`src/design/mesh_feature_volume_accumulator_core_assert.svh`:
```
// Assertion macros used by the accumulator core design file.
// Each macro compiles to a concurrent assertion in simulation and to nothing
// in synthesis.
`ifndef MESH_FEATURE_VOLUME_ACCUMULATOR_CORE_ASSERT_SVH
`define MESH_FEATURE_VOLUME_ACCUMULATOR_CORE_ASSERT_SVH

`ifndef SYNTHESIS
// Check that prop holds at every rising edge outside reset.
`define MFVA_ASSERT(lbl, clk, rstn, prop) \
    lbl: assert property (@(posedge clk) disable iff (!rstn) prop) \
        else $error("mfva assertion failed");
// Check that cond never holds at a rising edge outside reset.
`define MFVA_NEVER(lbl, clk, rstn, cond) \
    lbl: assert property (@(posedge clk) disable iff (!rstn) !(cond)) \
        else $error("mfva forbidden condition seen");
`else
`define MFVA_ASSERT(lbl, clk, rstn, prop)
`define MFVA_NEVER(lbl, clk, rstn, cond)
`endif

`endif

```
`src/design/mfva_pkg.sv`:
```
package mfva_pkg;

    // Feature store
    localparam int NUM_FEATURES = 1024;
    localparam int ADDR_W       = $clog2(NUM_FEATURES);

    // Field widths
    localparam int COORD_W   = 16;
    localparam int LABEL_W   = 11;
    localparam int RLABEL_W  = 10;
    localparam int SUM_W     = 64;
    localparam int VOL_W     = 62;

    // Triple product datapath widths
    localparam int DIFF_W    = COORD_W + 1;          // vertex differences
    localparam int MINOR_W   = 2 * DIFF_W + 1;       // 2x2 minors
    localparam int PROD_W    = DIFF_W + MINOR_W;     // shared multiplier output
    localparam int DET_W     = PROD_W + 2;           // sum of three products

    // Divisor that turns six-fold volume into volume
    localparam int DIVISOR   = 6;

    // Stream widths
    localparam int TRI_W      = 9 * COORD_W;
    localparam int S_TDATA_W  = ((TRI_W + 2 * LABEL_W + 7) / 8) * 8;
    localparam int M_TDATA_W  = ((RLABEL_W + VOL_W + 7) / 8) * 8;

    // One vertex, x in the lowest bits
    typedef struct packed {
        logic signed [COORD_W-1:0] z;
        logic signed [COORD_W-1:0] y;
        logic signed [COORD_W-1:0] x;
    } vertex_t;

    // One triangle, v0 in the lowest bits
    typedef struct packed {
        vertex_t v2;
        vertex_t v1;
        vertex_t v0;
    } triangle_t;

    // Status of an iterative arithmetic unit
    typedef struct packed {
        logic busy;
        logic done;
    } unit_status_t;

endpackage

```
`src/design/mfva_div6.sv`:
```
module mfva_div6 (
    input  logic                                  aclk,
    input  logic                                  aresetn,
    input  logic                                  start,
    input  logic signed [mfva_pkg::SUM_W-1:0]     dividend,
    output mfva_pkg::unit_status_t                status,
    output logic signed [mfva_pkg::VOL_W-1:0]     quotient
);
    import mfva_pkg::*;

    // Long division in 16-bit digits, most significant digit first
    localparam int DIGIT_W     = 16;
    localparam int NUM_DIGITS  = SUM_W / DIGIT_W;
    localparam int CNT_W       = $clog2(NUM_DIGITS);
    localparam int REM_W       = $clog2(DIVISOR);
    localparam int PART_W      = REM_W + DIGIT_W;
    localparam int RECIP_SHIFT = 21;
    localparam logic [PART_W-1:0] RECIP =
        PART_W'((2 ** RECIP_SHIFT + DIVISOR - 1) / DIVISOR);

    logic                 run_reg;
    logic [CNT_W-1:0]     cnt_reg;
    logic                 neg_reg;
    logic [SUM_W-1:0]     mag_reg;
    logic [REM_W-1:0]     rem_reg;

    logic [PART_W-1:0]    part;
    logic [2*PART_W-1:0]  prod;
    logic [DIGIT_W-1:0]   q_digit;
    logic [PART_W-1:0]    q_times;
    logic [REM_W-1:0]     rem_next;
    logic [SUM_W-1:0]     q_full;

    // One digit step: bring down the next digit behind the remainder and divide
    // by six with a reciprocal multiply, exact for every partial dividend below 6 * 2^16
    assign part     = {rem_reg, mag_reg[SUM_W-1 -: DIGIT_W]};
    assign prod     = (2*PART_W)'(part) * (2*PART_W)'(RECIP);
    assign q_digit  = prod[RECIP_SHIFT +: DIGIT_W];
    assign q_times  = PART_W'(q_digit) * PART_W'(DIVISOR);
    assign rem_next = REM_W'(part - q_times);

    always_ff @(posedge aclk) begin
        if (!aresetn) begin
            run_reg <= 1'b0;
            cnt_reg <= '0;
        end else if (start) begin
            run_reg <= 1'b1;
            cnt_reg <= '0;
        end else if (run_reg) begin
            cnt_reg <= cnt_reg + CNT_W'(1);
            if (cnt_reg == CNT_W'(NUM_DIGITS - 1)) begin
                run_reg <= 1'b0;
            end
        end
    end

    // Shift the magnitude out at the top and the quotient digits in at the bottom
    always_ff @(posedge aclk) begin
        if (start) begin
            neg_reg <= dividend[SUM_W-1];
            mag_reg <= dividend[SUM_W-1] ? SUM_W'(-dividend) : SUM_W'(dividend);
            rem_reg <= '0;
        end else if (run_reg) begin
            mag_reg <= {mag_reg[SUM_W-DIGIT_W-1:0], q_digit};
            rem_reg <= rem_next;
        end
    end

    // Restore the sign: truncation toward zero
    assign q_full      = neg_reg ? (~mag_reg + SUM_W'(1)) : mag_reg;
    assign quotient    = q_full[VOL_W-1:0];
    assign status.busy = run_reg;
    assign status.done = run_reg && (cnt_reg == CNT_W'(NUM_DIGITS - 1));

endmodule

```
`config.mk`:
```
export PLATFORM = sky130hd
export DESIGN_NAME = mfva_div6
export DESIGN_NICKNAME = d
export VERILOG_FILES = /design/src/design/mesh_feature_volume_accumulator_core_assert.svh /design/src/design/mfva_pkg.sv /design/src/design/mfva_div6.sv
export SDC_FILE = /design/constraint.sdc
export NUM_CORES = 1
export LEC_CHECK = 0
export ABC_AREA = 1
export BUFFER_PORTS_ARGS = -buffer_cell sky130_fd_sc_hd__buf_2
export CAP_MARGIN = 40
export CORE_MARGIN = 2
export CORE_UTILIZATION = 50
export DETAILED_ROUTE_END_ITERATION = 8
export GPL_ROUTABILITY_DRIVEN = 0
export PLACE_DENSITY = 0.69
export SYNTH_ARGS = -nofsm -noshare
export SYNTH_HDL_FRONTEND = slang
export SYNTH_SLANG_ARGS = --single-unit
```
`constraint.sdc`:
```
create_clock -name aclk -period 7.5 [get_ports aclk]
set_input_delay 0.375 -clock aclk [delete_from_list [all_inputs] [get_ports aclk]]
set_output_delay 0.375 -clock aclk [all_outputs]
set_load 0.1 [all_outputs]
```
* Word level (Yosys, flattened, before mapping) *
Cells that the tools add are included.

word-level totals
  bits in writable memories = 0
  flip-flop bits (word level) = 71
  output and inout bits = 64
  memory bits (read-only) = 0
  memories kept = 0
  latch bits = 0

operators by class
  reduce and logical (&&, ||, !) cells = 3
  add/subtract/negate cells = 4
  equal/unequal tests = 1
  bitwise logic cells = 2
  $mul = 2
  magnitude comparators = 0
  div/mod/pow operators = 0
  mux-type cells = 7
  shifts and indexed selects = 0

operators with widths
  cell                    number
  $mux 64                 3
  $neg 64->64             1
  $add 62x1->62 const B   1
  $mux 62                 1
  $not 62->62             1
  $mul 19x18->36 const B  1
  $mul 16x2->2 const B    1
  $mux 1                  3
  $sub 3x3->3             1
  $add 2x1->2 const B     1
  $eq 2x2->1 const B      1
  $reduce_bool 2->1       1
  $reduce_or 2->1         1
  $logic_and 1x1->1       1
  $not 1->1               1

* Depth between registers and ports, before layout *
  word-level depth = 4
  depth in mapped cells = 30
  mapped depth without buffers = 30

* Least setup slack after synthesis *
No wires, ideal clock.

  path kind = register to register
  from = reg mag_reg[49]
  to = reg rem_reg[2]
  buffers on the path = 0
  data arrival time = 5,504 ps
  library setup time = 117 ps
  slack = 1,879 ps
  cell stages (with the launch flop) = 29
  required time = 7,383 ps
  path through = edfxtp_1 > ha_1 > xor2_1 > ha_1 > inv_1 > fa_1 > inv_1 > fa_1 > fa_1 > inv_1 > fa_1 > inv_1 > ha_1 > nand2_1 > inv_1 > a21oi_1 > a21boi_0 > nand2_1 > nand2_1 > nand2_1 > ha_1 > xor2_1 > inv_1 > nand3_1 > nand2_1 > nand2_1 > nand2_1 > nor2_1 > nor2_1

between the ends
  longest elaborated chain between the ends = 3

ends and longest elaborated chain
  what                    line             RTL
  from (decl)             mfva_div6.sv:24  logic [SUM_W-1:0] mag_reg;
  from (signal assigned)  mfva_div6.sv:61  mag_reg <= dividend[SUM_W-1] ? SUM_W'(-dividend) : SUM_W'(dividend);
  from (signal assigned)  mfva_div6.sv:64  mag_reg <= {mag_reg[SUM_W-DIGIT_W-1:0], q_digit};
  $mul 19x18->36          mfva_div6.sv:37  assign prod = (2*PART_W)'(part) * (2*PART_W)'(RECIP);
  $mul 16x2->2            mfva_div6.sv:39  assign q_times = PART_W'(q_digit) * PART_W'(DIVISOR);
  $sub 3x3->3 *           mfva_div6.sv:40  assign rem_next = REM_W'(part - q_times);
  to (signal assigned)    mfva_div6.sv:65  rem_reg <= rem_next;
  to (decl)               mfva_div6.sv:25  logic [REM_W-1:0] rem_reg;

Every way passes the cells marked *; elsewhere a longest branch is shown, timed or not.
A chain may end at the register's enable or synchronous reset.

* Final worst setup path *
Ends and elaborated chain as after synthesis.

==> results.md <==
* Num CTS Buffers at 9
* # fillers at approximately 2.6k
* Syn_area_per_cell at 7.23 um2
* Detailed Route WL at 43200 um
* Critical path class: flip-flop to flip-flop
* Clock skew at ~0.012 ns
* Final setup violating endpoints at 0
* Worst-Margin Slew at a little under 0.9 ns
* Initial core utilization at about half
* Post-Syn Instances at 1883
* Most frequent cell on the critical path: nand2_1
* Asr flop ratio synth at 0%
* Worst hold-check path type: input port to flip-flop
* Startpoint types: flip-flop
* Global-route wire length before repair at just under 70000 um
* CTS clk-pin slew, worst paths at ~0.07 ns
* Slowest stage delay, CP at approximately 0.57 ns
* #FFs+latches synth at 71
* Tmin final at 6.18 ns
* Status: finished clean
* Core area at around 27000 um2
* Leading area contributor after synthesis: fa_1
* Net count after synthesis at about 2.2k
* Hold path depth at 3
* H-Tree Depth at 3
* Top-area cell type share of the netlist area at 16.5%
* Antenna diodes at 0
* Congestion Overflow GR at 0
* Fraction of layout cells with a size suffix above 1 at roughly a tenth
* Postcts setup bufs at 0
* Crit. End Element: flip-flop
* Max Transition Viols Final at 0
* Vias in the first global route at between 10k and 15k
* Sequential fraction of the synthesis area at between 10% and 20%
* CTS tree: built
* Row cnt at 60
* Post-cts gate resize count at 0
* Final Cycle Share at slightly above 80%
* Vias per inst at approximately 5.6
* Antenna violations before repair at 0
* Yosys cell types at a little over 50
* Die W at between 150 and 200 um
* Die Footprint at 28600 um2
* P&R area growth vs syn at 9.21%
* Via count at ~13k
* Synth top area cells: fa_1, ha_1, edfxtp_1
* RSZ-0062 raised after global routing: no
* Max reg flops at between 60 and 70
* Clock sink count at a little over 70
* Clock Tree Buf Depth at 2
* HPWL Detailed at approximately 37000 um
* Drt drc at 0
* Drt first pass iters at 7
* Ports at 131
* Final nets at between 2k and 2.5k
* Clk root buf: clkbuf_16
* IO Port Bufs at 130
* Post-synth EDFFs at 65
* Wirelength per Cell at 18.5 um
* Total GRT Usage at about 31%
* Cell type of the slowest stage on the worst timing path: edfxtp_1
* Drt initial violations at ~1.6k
* Pin count of the biggest net entering global routing at 69
* Worst reg2reg setup slack at roughly 1.3 ns
* Synthesis Warnings at 0
* R2R depth at 28
* DIE HEIGHT at 169 um
* Antenna Violating Nets Remaining at 0
* Worst-Skew Late Latency at 0.35 ns
* Fin. Hold Viols at 0
* Sum Neg Setup Slack at 0 ns
* CP max FO at 10
* Worst path arrival time at 6.42 ns
* CP required at approximately 7.8 ns
* Cts hold-fix bufs at 0
* Maximum clock rate at approximately 160 MHz
* Max Cap Viol at 0
* Primary FF master, synth: edfxtp_1
* Relative slew slack at 42.1%
* Post-Synthesis Cell Area at about 14000 um2
## layer usage
metal / part of all wire [%] / up-vias / GRT usage (%)
met1: 44 / 6052 / 45.7
li1: - / 6229 / -
met5: 0 / - / 0
met3: 11 / 81 / 5.75
met2: 43 / 682 / 47.0
met4: 2.1 / 0 / 7.06
## synth_stat cells (all sizes together) (4+ instances only)
cell type	count
a21boi	4
ha	178
xor2	81
nand4	43
dfxtp	6
nor2	214
a21o	5
clkbuf	25
inv	387
nand3	114
o211ai	6
o31ai	8
a31oi	13
xnor2	15
buf	10
nor4	6
o21bai	4
nor3	24
nand2	372
or2	4
edfxtp	65
a21oi	62
o21ai	109
fa	112
## critical path, delay by kind of cell, from the launching register on
family | cells | cell delay (ns)
buffers and inverters | 6 | 0.33
XOR/XNOR | 2 | 0.41
AND/OR/NAND/NOR | 10 | 0.85
AO/OA/AOI/OAI | 2 | 0.54
adder cells (fa/ha/maj) | 8 | 3.37
flip-flops | 1 | 0.57
## cells in the final DEF (no fill, tap or decap), types with 3 or more instances in the layout
master / n
a21oi_1: 61
nor4_1: 6
nor2_1: 201
inv_1: 377
buf_2: 130
dfxtp_1: 6
nand2_2: 6
nor2_2: 7
edfxtp_1: 65
nor3_1: 23
xor2_1: 81
clkinv_2: 3
inv_2: 10
a21boi_0: 4
nand2_1: 364
ha_1: 178
nand3_1: 111
a31oi_1: 13
o211ai_1: 6
nor2_4: 6
clkbuf_16: 9
xnor2_1: 15
o21a_1: 3
o21ai_1: 12
o21bai_1: 4
o21ai_0: 94
o21ai_2: 3
fa_1: 112
nand4_1: 41
o31ai_1: 7
nand3_2: 3
a21o_1: 5
buf_4: 6
## area by class of cell
class / instances / area, um2 / area share, %
clock buffer: 9 / 225 / 1.51
clock inverter: 7 / 48.8 / 0.328
inverter: 388 / 1460 / 9.79
multi-input combinational: 1389 / 9950 / 66.9
sequential: 71 / 2070 / 13.9
tap: 341 / 427 / 2.87
timing repair buffer: 136 / 696 / 4.68
## final timing paths
check / from / end
worst max register to register: mag_reg[49] / rem_reg[2]
worst min register to register: cnt_reg[1] / cnt_reg[1]
worst max-delay path: mag_reg[49] / rem_reg[2]
worst min-delay path: aresetn / run_reg
## per-stage QoR
step / std cells / instance area (um2) / worst slack [ns] / hold slack, ns / util [%]
floorplan: 1883 / 13600 / 1.88 / 0.442 / -
global placement: 2325 / 14600 / 1.55 / 0.453 / 54.3
detailed placement: 2325 / 14600 / 1.43 / 0.465 / 54.3
CTS: 2341 / 14900 / 1.37 / 0.269 / 55.4
global route: 2341 / 14900 / 0.947 / 0.307 / 55.4
finish: 2341 / 14900 / 1.32 / 0.276 / 55.4
## logic make-up (layout without fill, tap and decap cells)
| group | count (synthesis) | in the layout | synth area share [%] |
|---|---|---|---|
| AO/OA/AOI/OAI | 220 | 220 | 9.14 |
| adder cells (fa/ha/maj) | 290 | 290 | 32.8 |
| AND/OR/NAND/NOR | 783 | 783 | 24.9 |
| XOR/XNOR | 96 | 96 | 6.17 |
| buffers and inverters | 423 | 540 | 11.7 |
| flip-flops | 71 | 71 | 15.2 |
Power is left out: the tool's default activity adds up to more than one toggle a clock period on the data nets, which glitch-free logic cannot reach.
