<file path="config.mk">
export PLATFORM = sky130hd
export DESIGN_NAME = mfva_triple
export DESIGN_NICKNAME = d
export VERILOG_FILES = /design/src/design/mesh_feature_volume_accumulator_core_assert.svh /design/src/design/mfva_pkg.sv /design/src/design/mfva_triple.sv
export SDC_FILE = /design/constraint.sdc
export NUM_CORES = 2
export LEC_CHECK = 0
export BUFFER_PORTS_ARGS = -buffer_cell sky130_fd_sc_hd__clkbuf_2
export CAP_MARGIN = 20
export CORE_MARGIN = 5
export CORE_UTILIZATION = 43
export CTS_CLUSTER_DIAMETER = 150
export DETAILED_ROUTE_END_ITERATION = 10
export PLACE_DENSITY = 0.57
export SYNTH_ARGS = -nofsm -noshare
export SYNTH_HDL_FRONTEND = slang
export SYNTH_SLANG_ARGS = --single-unit
</file>
<file path="constraint.sdc">
create_clock -name aclk -period 25.8 [get_ports aclk]
set_clock_uncertainty 0.1 [all_clocks]
set_input_delay 1.29 -clock aclk [delete_from_list [all_inputs] [get_ports aclk]]
set_output_delay 1.29 -clock aclk [all_outputs]
set_load 0.03 [all_outputs]
</file>
<file path="src/design/mesh_feature_volume_accumulator_core_assert.svh">
// Assertion macros used by the accumulator core design file.
// Each macro compiles to a concurrent assertion in simulation and to nothing
// in synthesis.
`ifndef MESH_FEATURE_VOLUME_ACCUMULATOR_CORE_ASSERT_SVH
`define MESH_FEATURE_VOLUME_ACCUMULATOR_CORE_ASSERT_SVH

`ifndef SYNTHESIS
// Check that prop holds at every rising edge outside reset.
`define MFVA_ASSERT(lbl, clk, rstn, prop) \
    lbl: assert property (@(posedge clk) disable iff (!rstn) prop) \
        else $error("mfva assertion failed");
// Check that cond never holds at a rising edge outside reset.
`define MFVA_NEVER(lbl, clk, rstn, cond) \
    lbl: assert property (@(posedge clk) disable iff (!rstn) !(cond)) \
        else $error("mfva forbidden condition seen");
`else
`define MFVA_ASSERT(lbl, clk, rstn, prop)
`define MFVA_NEVER(lbl, clk, rstn, cond)
`endif

`endif

</file>
<file path="src/design/mfva_pkg.sv">
package mfva_pkg;

    // Feature store
    localparam int NUM_FEATURES = 1024;
    localparam int ADDR_W       = $clog2(NUM_FEATURES);

    // Field widths
    localparam int COORD_W   = 16;
    localparam int LABEL_W   = 11;
    localparam int RLABEL_W  = 10;
    localparam int SUM_W     = 64;
    localparam int VOL_W     = 62;

    // Triple product datapath widths
    localparam int DIFF_W    = COORD_W + 1;          // vertex differences
    localparam int MINOR_W   = 2 * DIFF_W + 1;       // 2x2 minors
    localparam int PROD_W    = DIFF_W + MINOR_W;     // shared multiplier output
    localparam int DET_W     = PROD_W + 2;           // sum of three products

    // Divisor that turns six-fold volume into volume
    localparam int DIVISOR   = 6;

    // Stream widths
    localparam int TRI_W      = 9 * COORD_W;
    localparam int S_TDATA_W  = ((TRI_W + 2 * LABEL_W + 7) / 8) * 8;
    localparam int M_TDATA_W  = ((RLABEL_W + VOL_W + 7) / 8) * 8;

    // One vertex, x in the lowest bits
    typedef struct packed {
        logic signed [COORD_W-1:0] z;
        logic signed [COORD_W-1:0] y;
        logic signed [COORD_W-1:0] x;
    } vertex_t;

    // One triangle, v0 in the lowest bits
    typedef struct packed {
        vertex_t v2;
        vertex_t v1;
        vertex_t v0;
    } triangle_t;

    // Status of an iterative arithmetic unit
    typedef struct packed {
        logic busy;
        logic done;
    } unit_status_t;

endpackage

</file>
<file path="src/design/mfva_triple.sv">
module mfva_triple (
    input  logic                                  aclk,
    input  logic                                  aresetn,
    input  logic                                  start,
    input  mfva_pkg::triangle_t                   tri_in,
    output mfva_pkg::unit_status_t                status,
    output logic signed [mfva_pkg::DET_W-1:0]     det
);
    import mfva_pkg::*;

    localparam logic [3:0] LAST_STEP = 4'd9;

    logic                      run_reg;
    logic [3:0]                step_reg;
    logic signed [DIFF_W-1:0]  ax_reg, ay_reg, az_reg;
    logic signed [DIFF_W-1:0]  bx_reg, by_reg, bz_reg;
    logic signed [DIFF_W-1:0]  cx_reg, cy_reg, cz_reg;
    logic signed [MINOR_W-1:0] m0_reg, m1_reg, m2_reg;
    logic signed [PROD_W-1:0]  prod_reg;
    logic signed [DET_W-1:0]   det_reg;

    logic signed [DIFF_W-1:0]  mul_a;
    logic signed [MINOR_W-1:0] mul_b;
    logic signed [PROD_W-1:0]  prod_full;

    // Select the operands of the shared multiplier for this step
    always_comb begin
        unique case (step_reg)
            4'd0: begin mul_a = by_reg; mul_b = MINOR_W'(cz_reg); end
            4'd1: begin mul_a = cy_reg; mul_b = MINOR_W'(bz_reg); end
            4'd2: begin mul_a = ay_reg; mul_b = MINOR_W'(cz_reg); end
            4'd3: begin mul_a = cy_reg; mul_b = MINOR_W'(az_reg); end
            4'd4: begin mul_a = ay_reg; mul_b = MINOR_W'(bz_reg); end
            4'd5: begin mul_a = by_reg; mul_b = MINOR_W'(az_reg); end
            4'd6: begin mul_a = ax_reg; mul_b = m0_reg;           end
            4'd7: begin mul_a = bx_reg; mul_b = m1_reg;           end
            4'd8: begin mul_a = cx_reg; mul_b = m2_reg;           end
            default: begin mul_a = '0; mul_b = '0;                end
        endcase
    end

    assign prod_full = mul_a * mul_b;

    // Sequence control
    always_ff @(posedge aclk) begin
        if (!aresetn) begin
            run_reg  <= 1'b0;
            step_reg <= '0;
        end else if (start) begin
            run_reg  <= 1'b1;
            step_reg <= '0;
        end else if (run_reg) begin
            step_reg <= step_reg + 4'd1;
            if (step_reg == LAST_STEP) begin
                run_reg <= 1'b0;
            end
        end
    end

    // Latch edge vectors, then multiply one pair and fold the previous product per cycle
    always_ff @(posedge aclk) begin
        if (start) begin
            ax_reg <= DIFF_W'(tri_in.v1.x) - DIFF_W'(tri_in.v0.x);
            ay_reg <= DIFF_W'(tri_in.v1.y) - DIFF_W'(tri_in.v0.y);
            az_reg <= DIFF_W'(tri_in.v1.z) - DIFF_W'(tri_in.v0.z);
            bx_reg <= DIFF_W'(tri_in.v2.x) - DIFF_W'(tri_in.v0.x);
            by_reg <= DIFF_W'(tri_in.v2.y) - DIFF_W'(tri_in.v0.y);
            bz_reg <= DIFF_W'(tri_in.v2.z) - DIFF_W'(tri_in.v0.z);
            cx_reg <= -DIFF_W'(tri_in.v0.x);
            cy_reg <= -DIFF_W'(tri_in.v0.y);
            cz_reg <= -DIFF_W'(tri_in.v0.z);
        end else if (run_reg) begin
            prod_reg <= prod_full;
            case (step_reg)
                4'd1: m0_reg  <= MINOR_W'(prod_reg);
                4'd2: m0_reg  <= m0_reg - MINOR_W'(prod_reg);
                4'd3: m1_reg  <= MINOR_W'(prod_reg);
                4'd4: m1_reg  <= m1_reg - MINOR_W'(prod_reg);
                4'd5: m2_reg  <= MINOR_W'(prod_reg);
                4'd6: m2_reg  <= m2_reg - MINOR_W'(prod_reg);
                4'd7: det_reg <= DET_W'(prod_reg);
                4'd8: det_reg <= det_reg - DET_W'(prod_reg);
                4'd9: det_reg <= det_reg + DET_W'(prod_reg);
                default: begin
                end
            endcase
        end
    end

    assign status.busy = run_reg;
    assign status.done = run_reg && (step_reg == LAST_STEP);
    assign det         = det_reg;

endmodule

</file>
# After elaboration in Yosys (flattened, before gate mapping)
# Index checks and enable logic that the tools add are counted.
# word_totals
register_bits	369
input_bits	147
out_inout_bits	56
elab_cells	70
# classes
addsub	15
multipliers	1
eq_ne	9
muxes	9
bitwise	2
n_reduce_logical	18
# op_table
cell	n
case mux 35 bit (2 select lines)	3
case mux 35 bit (6 select lines)	1
case mux 54 bit (3 select lines)	1
subtractor 35 bit	3
case mux 17 bit (6 select lines)	1
subtractor 16 x 16 -> 17 bit	6
adder 54 x 52 -> 54 bit	1
subtractor 54 x 52 -> 54 bit	1
multiplier 17 x 35 -> 52 bit	1
negation 16 -> 17 bit	3
== test 4 x 3 -> 1 bit, second input constant	4
OR reduction 2 bit	7
AND reduction 3 bit	4
== test 4 x 2 -> 1 bit, second input constant	2
== test 4 bit, second input constant	2
nonzero test 2 bit	3
adder 4 x 1 -> 4 bit, second input constant	1
== test 4 x 1 -> 1 bit, second input constant	1
logical NOT 4 bit	1
2-to-1 mux 1 bit	3
nonzero test 3 bit	1
inverter 1 bit	2
AND reduction 2 bit	1
logical AND 1 bit	1

# Logic depth before layout (Yosys ltp)
# depth
ltp_word	4
depth_mapped	35
depth_no_buf	32

# Worst setup path after synthesis
# Ideal clock, no wire load.
# synth_path
path_type	reg-to-reg
start	register step_reg[3]
end	register prod_reg[51], data pin
setup_ns	0.260
t_arrival_ns	7.962
t_required_ns	25.440
slack_ns	17.478
stages_incl_launch_ff	33
path_buffers	4
period_less_slack_ns	8.322
cell_sequence	dfxtp_1 > clkbuf_1 > nor2b_1 > and2_1 > clkbuf_1 > clkbuf_1 > clkbuf_1 > a22oi_1 > nand2_1 > a221oi_1 > nor2_1 > fa_1 > inv_1 > fa_1 > fa_1 > fa_1 > inv_1 > fa_1 > inv_1 > fa_1 > inv_1 > ha_1 > a21oi_1 > o21ai_0 > nand3_1 > and4_1 > or4_1 > a21oi_1 > o211ai_1 > o31a_1 > o21ai_1 > a21oi_1 > xnor2_1
# synth_via
elab_chain_cells	4
elab_cells_between_ends	18
cone_classes	mul: 1; eq/ne: 8; mux: 2; reduce/logical: 7
# synth_lines
element	line_no	rtl
from (decl)	mfva_triple.sv:14	logic [3:0] step_reg;
from (signal assigned)	mfva_triple.sv:53	step_reg <= step_reg + 4'd1;
== test 4 x 3 -> 1 bit, or another cell as far along	mfva_triple.sv:28	unique case (step_reg)
OR reduction 2 bit (no line)	-	
case mux 17 bit (6 select lines) or case mux 35 bit (6 select lines) (tied branches)	mfva_triple.sv:28	
multiplier 17 x 35 -> 52 bit *	mfva_triple.sv:42	assign prod_full = mul_a * mul_b;
net prod_full[51]	mfva_triple.sv:24	logic signed [PROD_W-1:0] prod_full;
to (signal assigned)	mfva_triple.sv:73	prod_reg <= prod_full;
to (decl)	mfva_triple.sv:19	logic signed [PROD_W-1:0] prod_reg;
# The timed path passes the listed nets; every way through them passes the cells marked *.
# A chain may end at the register's enable or synchronous reset.

# Worst setup path in the final report
# Ends and elaborated chain as after synthesis.

==> flow_metrics.tcl <==
set metrics [dict create \
    status "completed" \
    fill_cells 10800 \
    cts_buffer_depth 3 \
    synth-seq-cells 369 \
    hp-class "reg2reg" \
    max-slew-margin-rel_pct 27.1 \
    grt_pass1_wl_um 223000 \
    layout.cells.non_filler 6992 \
    cp_max_fo 71 \
    drt_first_pass_iters 7 \
    io_buffers 202 \
    syn-num-nets 6439 \
    cts_tree "yes" \
    grt_pass1_vias 38900 \
    grt_max_degree 81 \
    die_area_um2 118000 \
    cpPeakStageDelay_ns 0.63 \
    synth_ff_type "edfxtp_1" \
    start_kind "flip-flop" \
    synth_cell_type_count 90 \
    min_period_ns 9.54 \
    holdPathStages 2 \
    drv_slew 0 \
    cp.arrival_ns 9.82 \
    synth_top_family_by_area "adder cells" \
    layout-drive-gt1-share_pct 7.50 \
    overflow 0 \
    gp_congestion 0.938 \
    r2r_cells 30 \
    post-route-util_pct 47.4 \
    synth_edf_count 364 \
    dp_hpwl_um 115000 \
    yosys_warnings 0 \
    syn_inst 5336 \
    placed_cells 6903 \
    timing.setup.tns_ns 0 \
    worstSetupPathType "reg2reg" \
    crit_path_end_kind "flip-flop" \
    final_antenna_net_count 0 \
    cts_made_buffers 48 \
    die_y_um 344 \
    yosys.area_share.adder_pct 33.9 \
    vias 38300 \
    nets 6568 \
    netlist_area_um2 48000 \
    drc_errors 0 \
    timing.rr.start "step_reg[3]" \
    synth-simple-area-share_pct 14.9 \
    routed_via_density 5.48 \
    clk_latency_ns 0.64 \
    syn_area_per_cell_um2 9.00 \
    cts_resized 0 \
    rsz0062_at_grt "no" \
    fmax_ghz 0.105 \
    synth_compound_area_share_pct 14.5 \
    hold_buffers 0 \
    clk_pin_slew_ns 0.06 \
    min_from "step_reg[1]" \
    multi_input_area_um2 33600 \
    seq_area_um2 11000 \
    crit_slowest_cell "or4_1" \
    placementRows 122 \
    dieWidth_um 344 \
    yosysSeqAreaShare_pct 23.0 \
    cap_violations 0 \
    cts_sinks 369 \
    postSynth.asyncResetShare_pct 0 \
    coreArea_um2 111000 \
    area_growth_pct 9.43 \
    io_pins 203 \
    post_cts_buffers 0 \
    largest_register_ffs 54 \
    synth-xor-area-share_pct 5.84 \
    drt-initial-drc-count 3138 \
    grtUsageTotal_pct 24.3 \
    hold_viol 0 \
    muxShareOfSynthArea_pct 0.0860 \
    antenna_found_initial 1 \
    start_util_pct 43.3 \
    worst_ep_required_time_ns 26.07 \
    holdPathEnd "step_reg[1]" \
    wl_per_cell_um 20.6 \
    cp_common_cell "fa_1" \
    rrSetupSlack_ns 16.26 \
    fin_crit_sh_pct 37.0 \
    h-tree-depth 2 \
    root_buffer "clkbuf_16" \
    tightest_slew_ns 1.09 \
    wl_um 144000 \
    setup-violations-final 0 \
    reg2reg_to "prod_reg[51]" \
]
-- cells in the mapped netlist (12+ instances only) --
cell type	n	share of area, %
nand4_1	45	0.59
a21boi_0	32	0.50
nand2b_1	45	0.59
fa_1	577	24
o21bai_1	35	0.55
o31ai_1	18	0.28
a31oi_1	29	0.38
xnor2_1	240	4.4
nand3_1	75	0.78
nor4_1	12	0.16
nor2_1	616	4.8
and4_1	22	0.40
a211oi_1	15	0.23
a221oi_1	35	0.64
ha_1	379	9.9
a221o_1	26	0.54
nor3_1	71	0.74
nor2b_1	46	0.60
o211ai_1	18	0.28
clkbuf_1	170	1.3
o21a_1	32	0.50
and3_1	26	0.34
a21oi_1	258	2.7
and2_1	18	0.23
a22oi_1	69	1.1
xor2_1	80	1.5
o21ai_0	265	2.8
nand2_1	588	4.6
a21o_1	120	1.9
or3_1	16	0.21
edfxtp_1	364	23
inv_1	804	6.3
-- layout make-up --
class | count | share of cell area (%)
repair buffers | 264 | 2.82
flip-flops and latches | 369 | 21.0
well taps | 1488 | 3.54
clock inverters | 33 | 0.643
clock buffers | 55 | 2.38
multi-input cells | 3976 | 63.9
inverters | 806 | 5.76
diodes | 1 | 0.00476
-- layer usage --
layer / up-vias / track usage (%) / part of all wire [%]
met4: 0 / 6.45 / 2.7
met2: 1327 / 38.8 / 45
met1: 18700 / 34.1 / 45
li1: 18100 / - / -
met3: 201 / 4.69 / 7.8
met5: - / 0 / 0
-- cell families (layout without fill, tap and decap cells) --
group | count (synthesis) | in the layout
AOI/OAI and AO/OA | 1064 | 1064
xor gates and xnor gates | 320 | 320
adders and majority gates | 956 | 956
buffers and inverters | 991 | 1158
DFF | 369 | 369
muxes | 4 | 4
other | 0 | 1
and+or+nand+nor | 1632 | 1632
-- cells in the final DEF, fill, tap and decap left out, types with 46 or more instances in the layout --
master     synthesis  final
xor2_1            80     80
clkbuf_16          0     49
clkbuf_2           0    201
edfxtp_1         364    364
ha_1             379    379
nor2_1           616    611
inv_1            804    803
nor3_1            71     70
a22oi_1           69     69
nor2b_1           46     46
buf_4              2     62
a21oi_1          258    255
nand2_1          588    585
fa_1             577    577
xnor2_1          240    240
nand3_1           75     74
a21o_1           120    120
o21ai_0          265    265
-- per-stage QoR --
stage	hold slack (ns)	instance area (um^2)	setup slack (ns)
5_1_grt	0.523	52600	15.79
6_report	0.473	52600	16.26
4_1_cts	0.472	52600	16.35
3_3_place_gp	0.461	51000	16.42
3_5_place_dp	0.462	51000	16.29
2_1_floorplan	0.433	48000	17.48
-- worst max-delay path: cells and delay by family, from the launching register on --
kind	cells	cell delay, ns
buffers and inverters	7	1.62
XOR/XNOR	1	0.12
AO/OA/AOI/OAI	8	1.78
AND/OR/NAND/NOR	7	1.60
adder cells (fa/ha/maj)	7	3.41
flip-flops	1	0.59
-- worst max path at each step --
stage	startpoint	to	slack [ns]	depth (start not counted)
after CTS	step_reg[3]	prod_reg[51]	16.35	30
after global routing	step_reg[0]	prod_reg[51]	15.79	31
after detailed placement	step_reg[3]	prod_reg[51]	16.29	30
after global placement	step_reg[3]	prod_reg[51]	16.42	28
after floorplan	step_reg[3]	prod_reg[51]	17.48	32
final	step_reg[3]	prod_reg[51]	16.26	30
Power is not shown: default switching activity piles up to over one toggle a cycle in this logic, so the estimate is an artifact.
